**src/hws_pkg.sv**
```systemverilog
`timescale 1ns / 1ps
// ---------------------------------------------------------------------------
// hws_pkg
// Shared constants, types and helpers of the heading window switch.
// ---------------------------------------------------------------------------
package hws_pkg;

	localparam int CORDIC_STEPS = 16;
	localparam int SAMPLE_BITS  = 16;
	localparam int N_CELLS      = (CORDIC_STEPS < 24) ? CORDIC_STEPS : 24;
	localparam int SCALE_SH     = 24 - SAMPLE_BITS;

	localparam int CX_W   = 27;
	localparam int Z_W    = 25;
	localparam int ATAN_W = 22;

	localparam logic [16:0] FULL_Q8     = 17'd92160;
	localparam logic [16:0] HALF_Q8     = 17'd46080;
	localparam logic [22:0] QUARTER_Q16 = 23'd5898240;

	// atan(2^-i) in degrees, Q16
	localparam logic [ATAN_W-1:0] ATAN_Q16 [24] = '{
		22'd2949120, 22'd1740967, 22'd919879, 22'd466945,
		22'd234379,  22'd117304,  22'd58666,  22'd29335,
		22'd14668,   22'd7334,    22'd3667,   22'd1833,
		22'd917,     22'd458,     22'd229,    22'd115,
		22'd57,      22'd29,      22'd14,     22'd7,
		22'd4,       22'd2,       22'd1,      22'd0
	};

	localparam logic [1:0] REG_ARC_START = 2'd0;
	localparam logic [1:0] REG_ARC_END   = 2'd1;
	localparam logic [1:0] REG_HYST      = 2'd2;

	localparam logic [8:0] ARC_START_RST = 9'd90;
	localparam logic [8:0] ARC_END_RST   = 9'd180;
	localparam logic [8:0] HYST_RST      = 9'd5;

	localparam logic [1:0] TR_NONE = 2'd0;
	localparam logic [1:0] TR_ON   = 2'd1;
	localparam logic [1:0] TR_OFF  = 2'd2;

	typedef struct packed {
		logic signed [CX_W-1:0] cx;
		logic signed [CX_W-1:0] cy;
		logic signed [Z_W-1:0]  z;
	} hws_vec_t;

	typedef struct packed {
		logic       start_we;
		logic       end_we;
		logic [8:0] data;
	} hws_cfg_wr_t;

	typedef struct packed {
		logic [1:0]  tr;
		logic        active;
		logic [16:0] heading;
	} hws_res_t;

	// fold a bound in -511..1022 into 0..359
	function automatic logic [8:0] wrap360(input logic signed [11:0] v);
		logic signed [11:0] t;
		t = v;
		if (t < 12'sd0) t = t + 12'sd360;
		if (t < 12'sd0) t = t + 12'sd360;
		if (t >= 12'sd360) t = t - 12'sd360;
		if (t >= 12'sd360) t = t - 12'sd360;
		return t[8:0];
	endfunction

endpackage

```
**src/hws_cordic_cell.sv**
```systemverilog
`timescale 1ns / 1ps
// ---------------------------------------------------------------------------
// hws_cordic_cell
// One vectoring CORDIC micro-rotation, registered; step is tied constant.
// ---------------------------------------------------------------------------
module hws_cordic_cell (
	input  logic             clk,
	input  logic             arst_n,
	input  logic [4:0]       step,
	input  logic             in_vld,
	input  hws_pkg::hws_vec_t in_vec,
	output logic             out_vld,
	output hws_pkg::hws_vec_t out_vec
);
	import hws_pkg::*;

	logic signed [CX_W-1:0] cx, cy, dx, dy;
	logic signed [Z_W-1:0]  z, at;
	hws_vec_t               nxt;
	logic                   vld_q;
	hws_vec_t               vec_q;

	assign cx = in_vec.cx;
	assign cy = in_vec.cy;
	assign z  = in_vec.z;
	assign dx = cy >>> step;
	assign dy = cx >>> step;
	assign at = signed'(Z_W'(ATAN_Q16[step]));

	// rotate towards the x axis
	always_comb begin
		if (!cy[CX_W-1]) begin
			nxt.cx = cx + dx;
			nxt.cy = cy - dy;
			nxt.z  = z + at;
		end else begin
			nxt.cx = cx - dx;
			nxt.cy = cy + dy;
			nxt.z  = z - at;
		end
	end

	always_ff @(posedge clk or negedge arst_n) begin
		if (!arst_n) begin
			vld_q <= 1'b0;
		end else begin
			vld_q <= in_vld;
		end
	end

	always_ff @(posedge clk) begin
		if (in_vld) begin
			vec_q <= nxt;
		end
	end

	assign out_vld = vld_q;
	assign out_vec = vec_q;

endmodule

```
**src/hws_heading.sv**
```systemverilog
`timescale 1ns / 1ps
// ---------------------------------------------------------------------------
// hws_heading
// Clamp and round the CORDIC angle, restore the quadrant, form the heading.
// ---------------------------------------------------------------------------
module hws_heading (
	input  logic                        clk,
	input  logic                        arst_n,
	input  logic                        in_vld,
	input  logic signed [hws_pkg::Z_W-1:0] in_z,
	input  logic                        x_neg,
	input  logic                        y_neg,
	output logic                        hd_vld,
	output logic [16:0]                 hd_q8
);
	import hws_pkg::*;

	logic [22:0] zc;
	logic [23:0] zr;
	logic [16:0] phi, a, af;
	logic        vld_q;
	logic [16:0] hd_q;

	always_comb begin
		if (in_z[Z_W-1]) begin
			zc = '0;
		end else if (in_z > signed'(Z_W'(QUARTER_Q16))) begin
			zc = QUARTER_Q16;
		end else begin
			zc = in_z[22:0];
		end
	end

	// round half up to Q8
	assign zr  = {1'b0, zc} + 24'd128;
	assign phi = {2'b0, zr[22:8]};

	always_comb begin
		if (!y_neg) begin
			a = x_neg ? (FULL_Q8 - phi) : phi;
		end else begin
			a = x_neg ? (HALF_Q8 + phi) : (HALF_Q8 - phi);
		end
		af = (a >= FULL_Q8) ? (a - FULL_Q8) : a;
	end

	always_ff @(posedge clk or negedge arst_n) begin
		if (!arst_n) begin
			vld_q <= 1'b0;
		end else begin
			vld_q <= in_vld;
		end
	end

	always_ff @(posedge clk) begin
		if (in_vld) begin
			hd_q <= FULL_Q8 - af;
		end
	end

	assign hd_vld = vld_q;
	assign hd_q8  = hd_q;

endmodule

```
**src/hws_window.sv**
```systemverilog
`timescale 1ns / 1ps
// ---------------------------------------------------------------------------
// hws_window
// Active flag and current arc; reports entry into and exit from the arc.
// ---------------------------------------------------------------------------
module hws_window (
	input  logic                 clk,
	input  logic                 arst_n,
	input  hws_pkg::hws_cfg_wr_t cfg_wr,
	input  logic [8:0]           arc_start,
	input  logic [8:0]           arc_end,
	input  logic [8:0]           hyst,
	input  logic                 in_vld,
	input  logic [16:0]          in_heading,
	output logic                 res_vld,
	output hws_pkg::hws_res_t    res
);
	import hws_pkg::*;

	logic        active_q;
	logic [8:0]  win_start_q, win_end_q;
	logic        res_vld_q;
	hws_res_t    res_q;
	logic [16:0] s_q8, e_q8;
	logic        in_arc;
	logic [8:0]  on_start, on_end, off_start, off_end;

	assign s_q8 = {win_start_q, 8'b0};
	assign e_q8 = {win_end_q, 8'b0};

	// a start beyond the end means the arc wraps through north
	always_comb begin
		if (win_start_q <= win_end_q) begin
			in_arc = (in_heading > s_q8) && (in_heading < e_q8);
		end else begin
			in_arc = (in_heading > s_q8) || (in_heading < e_q8);
		end
	end

	assign on_start  = wrap360(signed'(12'(arc_start)) - signed'(12'(hyst)));
	assign on_end    = wrap360(signed'(12'(arc_end)) + signed'(12'(hyst)));
	assign off_start = wrap360(signed'(12'(arc_start)) + signed'(12'(hyst)));
	assign off_end   = wrap360(signed'(12'(arc_end)) - signed'(12'(hyst)));

	always_ff @(posedge clk or negedge arst_n) begin
		if (!arst_n) begin
			active_q    <= 1'b0;
			win_start_q <= ARC_START_RST;
			win_end_q   <= ARC_END_RST;
			res_vld_q   <= 1'b0;
		end else begin
			res_vld_q <= in_vld;
			if (cfg_wr.start_we) win_start_q <= cfg_wr.data;
			if (cfg_wr.end_we) win_end_q <= cfg_wr.data;
			if (in_vld) begin
				if (in_arc && !active_q) begin
					active_q    <= 1'b1;
					win_start_q <= on_start;
					win_end_q   <= on_end;
				end else if (!in_arc && active_q) begin
					active_q    <= 1'b0;
					win_start_q <= off_start;
					win_end_q   <= off_end;
				end
			end
		end
	end

	always_ff @(posedge clk) begin
		if (in_vld) begin
			res_q.heading <= in_heading;
			res_q.active  <= in_arc;
			if (in_arc && !active_q) begin
				res_q.tr <= TR_ON;
			end else if (!in_arc && active_q) begin
				res_q.tr <= TR_OFF;
			end else begin
				res_q.tr <= TR_NONE;
			end
		end
	end

	assign res_vld = res_vld_q;
	assign res     = res_q;

endmodule

```
**src/heading_window_switch_core.sv**
```systemverilog
`timescale 1ns / 1ps
// ---------------------------------------------------------------------------
// heading_window_switch_core
// Compass heading from a magnetometer sample, with a hysteresis arc switch.
// ---------------------------------------------------------------------------
// Input channel s_*: one word per sample, axis_x in bits 15:0 and axis_y in
// bits 31:16, both two's complement. Output channel m_*: one word per
// sample, heading in Q8 degrees over (0,360], the active flag and a one-shot
// transition code (none, became active, became inactive).
// The heading runs through a row of CORDIC cells, one micro-rotation per
// cell per cycle, then a rounding/quadrant stage and the arc stage. A sample
// passes the input register, the cells, the heading and arc registers and
// the output register on its way to m_*; the block holds one sample at a
// time, so the next sample is taken the cycle after the result is taken.
// When the receiver stalls, the result holds on m_* and s_tready stays low.
// Reset clears the pipeline and the output, drops the active flag and
// reloads arc 90..180 degrees with 5 degrees of hysteresis. Registers are
// written over the APB port; the user must write them only while the block
// is idle, which the block itself does not enforce. Arc start is at 0x0, arc
// end at 0x4, hysteresis at 0x8. A write to a bound also reloads the arc.
// ---------------------------------------------------------------------------
module heading_window_switch_core (
	input  logic        clk,
	input  logic        arst_n,
	// APB configuration
	input  logic        psel,
	input  logic        penable,
	input  logic        pwrite,
	input  logic [3:0]  paddr,
	input  logic [31:0] pwdata,
	output logic [31:0] prdata,
	output logic        pready,
	// sample stream
	input  logic        s_tvalid,
	output logic        s_tready,
	input  logic [31:0] s_tdata,  // [15:0] axis_x, [31:16] axis_y
	// heading stream
	output logic        m_tvalid,
	input  logic        m_tready,
	output logic [23:0] m_tdata   // [16:0] heading_q8, [17] active_now,
	                              // [19:18] transition, [23:20] zero
);
	import hws_pkg::*;

	// configuration registers
	logic [8:0]  arc_start_q, arc_end_q, hyst_q;
	logic        wr_en;
	logic [1:0]  reg_idx;
	hws_cfg_wr_t cfg_wr;

	// sample intake
	logic                              busy_q;
	logic                              in_acc;
	logic signed [SAMPLE_BITS-1:0]     x_s, y_s;
	logic signed [CX_W-1:0]            x_ext, y_ext, x_mag, y_mag;
	logic                              x_neg_q, y_neg_q;
	logic                              load_vld_q;
	hws_vec_t                          load_vec_q;

	// cell row
	logic     chain_vld [N_CELLS+1];
	hws_vec_t chain_vec [N_CELLS+1];

	// heading and arc stages
	logic        hd_vld;
	logic [16:0] hd_q8;
	logic        res_vld;
	hws_res_t    res;

	// output register
	logic        m_tvalid_q;
	logic [23:0] m_tdata_q;

	// ---------------- configuration port ----------------
	assign pready  = 1'b1;
	assign wr_en   = psel && penable && pwrite;
	assign reg_idx = paddr[3:2];

	assign cfg_wr.start_we = wr_en && (reg_idx == REG_ARC_START);
	assign cfg_wr.end_we   = wr_en && (reg_idx == REG_ARC_END);
	assign cfg_wr.data     = pwdata[8:0];

	always_ff @(posedge clk or negedge arst_n) begin
		if (!arst_n) begin
			arc_start_q <= ARC_START_RST;
			arc_end_q   <= ARC_END_RST;
			hyst_q      <= HYST_RST;
		end else if (wr_en) begin
			case (reg_idx)
				REG_ARC_START: arc_start_q <= pwdata[8:0];
				REG_ARC_END:   arc_end_q   <= pwdata[8:0];
				REG_HYST:      hyst_q      <= pwdata[8:0];
				default:       ;  // unmapped: drop the write
			endcase
		end
	end

	always_comb begin
		case (reg_idx)
			REG_ARC_START: prdata = {23'b0, arc_start_q};
			REG_ARC_END:   prdata = {23'b0, arc_end_q};
			REG_HYST:      prdata = {23'b0, hyst_q};
			default:       prdata = '0;
		endcase
	end

	// ---------------- sample intake ----------------
	// one sample in flight: take a new one only once the last result has gone
	assign s_tready = !busy_q;
	assign in_acc   = s_tvalid && s_tready;

	assign x_s   = s_tdata[SAMPLE_BITS-1:0];
	assign y_s   = s_tdata[16+SAMPLE_BITS-1:16];
	assign x_ext = CX_W'(x_s);
	assign y_ext = CX_W'(y_s);
	assign x_mag = x_s[SAMPLE_BITS-1] ? -x_ext : x_ext;
	assign y_mag = y_s[SAMPLE_BITS-1] ? -y_ext : y_ext;

	always_ff @(posedge clk or negedge arst_n) begin
		if (!arst_n) begin
			busy_q     <= 1'b0;
			load_vld_q <= 1'b0;
		end else begin
			load_vld_q <= in_acc;
			if (in_acc) begin
				busy_q <= 1'b1;
			end else if (m_tvalid_q && m_tready) begin
				busy_q <= 1'b0;
			end
		end
	end

	// scale magnitudes to 2^23 full scale; cordic x takes |y|, cordic y takes |x|
	always_ff @(posedge clk) begin
		if (in_acc) begin
			x_neg_q       <= x_s[SAMPLE_BITS-1];
			y_neg_q       <= y_s[SAMPLE_BITS-1];
			load_vec_q.cx <= y_mag <<< SCALE_SH;
			load_vec_q.cy <= x_mag <<< SCALE_SH;
			load_vec_q.z  <= '0;
		end
	end

	// ---------------- cell row ----------------
	assign chain_vld[0] = load_vld_q;
	assign chain_vec[0] = load_vec_q;

	for (genvar g = 0; g < N_CELLS; g++) begin : g_cell
		hws_cordic_cell u_cell (
			.clk     (clk),
			.arst_n  (arst_n),
			.step    (5'(g)),
			.in_vld  (chain_vld[g]),
			.in_vec  (chain_vec[g]),
			.out_vld (chain_vld[g+1]),
			.out_vec (chain_vec[g+1])
		);
	end

	// ---------------- heading and arc ----------------
	hws_heading u_heading (
		.clk    (clk),
		.arst_n (arst_n),
		.in_vld (chain_vld[N_CELLS]),
		.in_z   (chain_vec[N_CELLS].z),
		.x_neg  (x_neg_q),
		.y_neg  (y_neg_q),
		.hd_vld (hd_vld),
		.hd_q8  (hd_q8)
	);

	hws_window u_window (
		.clk        (clk),
		.arst_n     (arst_n),
		.cfg_wr     (cfg_wr),
		.arc_start  (arc_start_q),
		.arc_end    (arc_end_q),
		.hyst       (hyst_q),
		.in_vld     (hd_vld),
		.in_heading (hd_q8),
		.res_vld    (res_vld),
		.res        (res)
	);

	// ---------------- output register ----------------
	// hold the word until the receiver takes it
	always_ff @(posedge clk or negedge arst_n) begin
		if (!arst_n) begin
			m_tvalid_q <= 1'b0;
		end else if (res_vld) begin
			m_tvalid_q <= 1'b1;
		end else if (m_tready) begin
			m_tvalid_q <= 1'b0;
		end
	end

	always_ff @(posedge clk) begin
		if (res_vld) begin
			m_tdata_q <= {4'b0, res};
		end
	end

	assign m_tvalid = m_tvalid_q;
	assign m_tdata  = m_tdata_q;

endmodule

```
**config.mk**
```make
export PLATFORM = sky130hd
export DESIGN_NAME = heading_window_switch_core
export DESIGN_NICKNAME = d
export VERILOG_FILES = /design/src/hws_pkg.sv /design/src/hws_cordic_cell.sv /design/src/hws_heading.sv /design/src/hws_window.sv /design/src/heading_window_switch_core.sv
export SDC_FILE = /design/constraint.sdc
export NUM_CORES = 2
export LEC_CHECK = 0
export ABC_AREA = 0
export BUFFER_PORTS_ARGS = -buffer_cell sky130_fd_sc_hd__buf_2
export CAP_MARGIN = 20
export CORE_ASPECT_RATIO = 1.2
export CORE_UTILIZATION = 55
export DETAILED_ROUTE_END_ITERATION = 12
export PLACE_DENSITY = 0.75
export RECOVER_POWER = 50
export SYNTH_ARGS = -nofsm -noshare
export SYNTH_HDL_FRONTEND = slang
export SYNTH_SLANG_ARGS = --single-unit
export TNS_END_PERCENT = 30
```
**constraint.sdc**
```tcl
create_clock -name clk -period 6.9 [get_ports clk]
set_input_delay 0 -clock clk [delete_from_list [all_inputs] [get_ports clk]]
set_output_delay 0 -clock clk [all_outputs]
set_load 0.05 [all_outputs]
```
==> impl_metrics.py <==
metrics = {
    "critical_path": {
        "worstPathRequired_ns": 7.44,
        "r2r_start": "g_cell[2].u_cell.out_vec[51]",
        "critPathTopFamily": "compound AO/OA/AOI/OAI gates",
        "path_max_fanout": 40,
        "startpoint_type": "flop",
        "arrival_ns": 6.78,
        "max_stage_delay_ns": 1.57,
        "path_buf_inv": 1,
        "slowest_stage": "clkbuf_1",
        "crit_type": "flop to flop",
        "critPathLaunch": "g_cell[2].u_cell.out_vec[51]",
        "endpoint_kind": "flop",
        "path_cells": "clkbuf_1, ha_1, nor2b_1, o21ai_0, a21boi_0, o21ai_0, a21boi_0, o2111ai_1, nand3_1, o41ai_1, o21ai_0, o41ai_1, o21ai_0, o41ai_1, xnor2_1",
        "critPathMostFrequentCell": "o21ai_0",
    },
    "route": {
        "drc": 0,
        "drt_first_pass_iters": 9,
        "antenna_left": 0,
        "route.vias.total": 76400,
        "drt-total-wl_um": 237300,
        "vias_per_cell": 5.945,
        "drt_iter0_markers": 4405,
        "wl_per_cell_um": 18.47,
    },
    "clock_tree": {
        "clockBufferDepth": 3,
        "insertion_delay_ns": 0.80,
        "cts_sinks": 1207,
        "clkTransAtPathRegs_ns": 0.06,
        "cts_inserted_buffers": 136,
        "cts_tree": "done",
        "clock-root-buffer": "clkbuf_16",
        "htreeDepth": 4,
    },
    "sta": {
        "rsz0062_at_grt": "no",
        "fin_crit_ns": 6.233,
        "finalMaxSlewViolations": 1100,
        "max_slew_margin": -1.665,
        "finalSetupTns_ns": 0,
        "hold_viol": 0,
        "max_freq_mhz": 160.4,
        "fin_skew_ns": 0.02497,
        "whs_ns": 0.09454,
        "fin_crit_sh": 0.9034,
        "tightest_slew_ns": 3.997,
        "finalSetupViolations": 0,
    },
    "global_routing": {
        "grt.total_usage": 0.2562,
        "grt_pass1_wl_um": 377500,
        "globalRouteOverflowTotal": 0,
        "grt_max_degree": 80,
        "grt_pass1_vias": 75420,
        "grt_antenna_before_repair": 1,
    },
    "synthesis": {
        "synth-main-ff-cell": "edfxtp_1",
        "syn_area_um2": 98300,
        "yosysTopAreaCellShare": 0.3482,
        "avgSynthCellArea_um2": 9.627,
        "yosys.area.top_type": "edfxtp_1",
        "synth_seq_cells": 1207,
        "async_flop_share": 0.05551,
        "seq_area_frac_synth": 0.3655,
        "synth-edff-count": 1140,
        "synth_cells": 10210,
        "synth_top_cells_by_area": "edfxtp_1 35%, ha_1 15%, xnor2_1 8.8%",
        "yosys_warnings": 0,
        "ys_types": 112,
    },
    "die": {
        "num_rows": 169,
        "dieWidth_um": 387.9,
        "ios": 134,
        "fp.dieArea_um2": 180400,
        "start_util": 0.5548,
        "die_h_um": 465.1,
        "core_um2": 177200,
    },
    "power_and_ir_drop": {
        "ir_worst_vdd_mv": 0.2539,
        "p_total_w": 0.02267,
        "leakage_nw": 42.36,
        "power_per_cell_area_nw_per_um2": 212.4,
    },
    "worst_hold_path": {
        "hold_path_startpoint": "pwdata[2]",
        "hp-class": "input port to flop",
    },
    "cells_and_area": {
        "fin_nets": 11690,
        "layout-drive-gt1-share": 0.05255,
        "area_growth_pct": 8.596,
        "fill_cells": 14560,
    },
    "run": {
        "cap_violations": 19,
    },
    "run_status": {
        "outcome": "finished, violations left",
        "violations": "max-capacitance violations, max-slew violations",
    },
    "placement": {
        "port_buffers": 80,
        "routabilityCongestion": 0.9416,
        "place_hpwl_um": 187200,
    },
}
-- Yosys cell counts, types with 70 or more instances --
cell type,n
or3_1,120
xor2_1,421
nor3_1,439
a31oi_1,94
ha_1,1145
edfxtp_1,1140
nor4_1,70
nand2_1,556
a21oi_1,803
a21o_1,184
nor2_1,1068
clkbuf_1,116
xnor2_1,983
o21ai_0,429
o21a_1,120
a211oi_1,80
nor2b_1,152
and2_1,89
inv_1,533
o21bai_1,114
or2_2,80
nand3_1,228
and3_1,97
nand2b_1,100
-- kinds of logic after synthesis --
kind of cell    Yosys count  share of synthesized area
flops                  1207                     0.3655
mux                     104                    0.01137
compound gates         2391                     0.1580
buf+inv                 723                    0.02907
xor+xnor               1408                     0.1258
simple gates           3191                     0.1563
fa+ha+maj              1185                     0.1539
other cells               2                 0.00007640
-- worst paths after layout --
kind,cells past startpoint,end,slack [ns]
max in group asynchronous,4,g_cell[1].u_cell.out_vld,3.21
max,15,g_cell[3].u_cell.out_vec[23],0.67
min in group asynchronous,4,u_heading.hd_vld,1.06
max reg2reg,15,g_cell[3].u_cell.out_vec[23],0.67
min,3,arc_start_q[2],0.09
min reg2reg,0,g_cell[5].u_cell.out_vld,0.39
-- power by group --
group | internal [W] | total, W | switching (W) | leakage (nW)
clock | 0.00436 | 0.00738 | 0.00302 | 2.20
sequential | 0.00837 | 0.00863 | 0.000265 | 11.1
combinational | 0.00267 | 0.00666 | 0.00399 | 29.1
total | 0.0154 | 0.0227 | 0.00727 | 42.4
-- layout make-up --
class / instances / area [um^2] / area share
diodes: 1 / 2.502 / 0.00002344
clock buffers: 167 / 3665 / 0.03433
clock inverters: 80 / 859.6 / 0.008052
inverters: 533 / 2001 / 0.01874
multi-input cells: 8313 / 59640 / 0.5587
flip-flops and latches: 1207 / 35940 / 0.3367
well taps: 2308 / 2888 / 0.02705
repair buffers: 243 / 1754 / 0.01643
-- per-stage QoR --
step | worst slack, ns | utilization | instance area, um^2 | cells
6_report | 0.6669 | 0.6024 | 106800 | 12850
5_1_grt | 0.2453 | 0.6024 | 106800 | 12850
4_1_cts | 0.8311 | 0.6030 | 106800 | 12850
3_5_place_dp | 0.8695 | 0.5720 | 101400 | 12500
3_3_place_gp | 0.9465 | 0.5719 | 101300 | 12500
2_1_floorplan | 1.205 | - | 98420 | 10240
-- layer usage --
metal	part of all wire	wire, um	track usage
met1	0.39	91570	0.2746
met2	0.50	119500	0.4682
met3	0.036	8550	0.02999
met4	0.074	17680	0.1790
met5	0	0	0
-- worst min-delay path: stages --
cell and delay [ns]:
dlygate4sd3_1 0.52, buf_2 0.17, mux2_2 0.16
-- cell usage in the layout (no fill, tap or decap), types with 40 or more instances in the layout --
| cell type | Yosys | final |
|---|---|---|
| clkbuf_1 | 116 | 73 |
| or2_2 | 80 | 80 |
| nand2_1 | 556 | 556 |
| xor2_1 | 421 | 421 |
| nand3_1 | 228 | 228 |
| and3_1 | 97 | 97 |
| nor2b_1 | 152 | 152 |
| nand2b_1 | 100 | 100 |
| inv_1 | 533 | 533 |
| fa_1 | 40 | 40 |
| o21ai_0 | 429 | 429 |
| mux2i_1 | 43 | 43 |
| ha_1 | 1145 | 1145 |
| a211oi_1 | 80 | 80 |
| mux2_2 | 60 | 59 |
| o31ai_1 | 53 | 53 |
| nand4_1 | 44 | 44 |
| or3_1 | 120 | 120 |
| buf_4 | 29 | 41 |
| xnor2_1 | 983 | 983 |
| o21a_1 | 120 | 120 |
| and2_1 | 89 | 89 |
| o41ai_1 | 45 | 45 |
| dfrtp_1 | 49 | 43 |
| buf_2 | 15 | 52 |
| a21boi_0 | 48 | 48 |
| a21o_1 | 184 | 184 |
| nor4_1 | 70 | 69 |
| a21oi_1 | 803 | 803 |
| dlygate4sd3_1 | 0 | 97 |
| a31oi_1 | 94 | 94 |
| a31o_2 | 40 | 40 |
| clkbuf_16 | 0 | 140 |
| edfxtp_1 | 1140 | 1140 |
| o21bai_1 | 114 | 114 |
| nor3_1 | 439 | 438 |
| nor2_1 | 1068 | 1068 |
-- what timing repair did --
action                                  4_1_cts  5_1_grt
gates resized for setup                       0        0
endpoints found under the setup margin        0        0
endpoints found under the hold margin       174        0
hold buffers                                 97        0
buffers inserted                              0        0
-- sequential cells by signal, indices dropped and copies added (netlist names), 9 cells and up --
register               count
u_window.win_end_q         9
g_cell.u_cell.out_vec   1043
arc_start_q                9
g_cell.u_cell.out_vld     16
m_tdata                   20
hyst_q                     9
chain_vec                 38
u_heading.hd_q8           17
u_window.res              20
u_window.win_start_q       9
arc_end_q                  9
(Power assumes the default switching activity.)
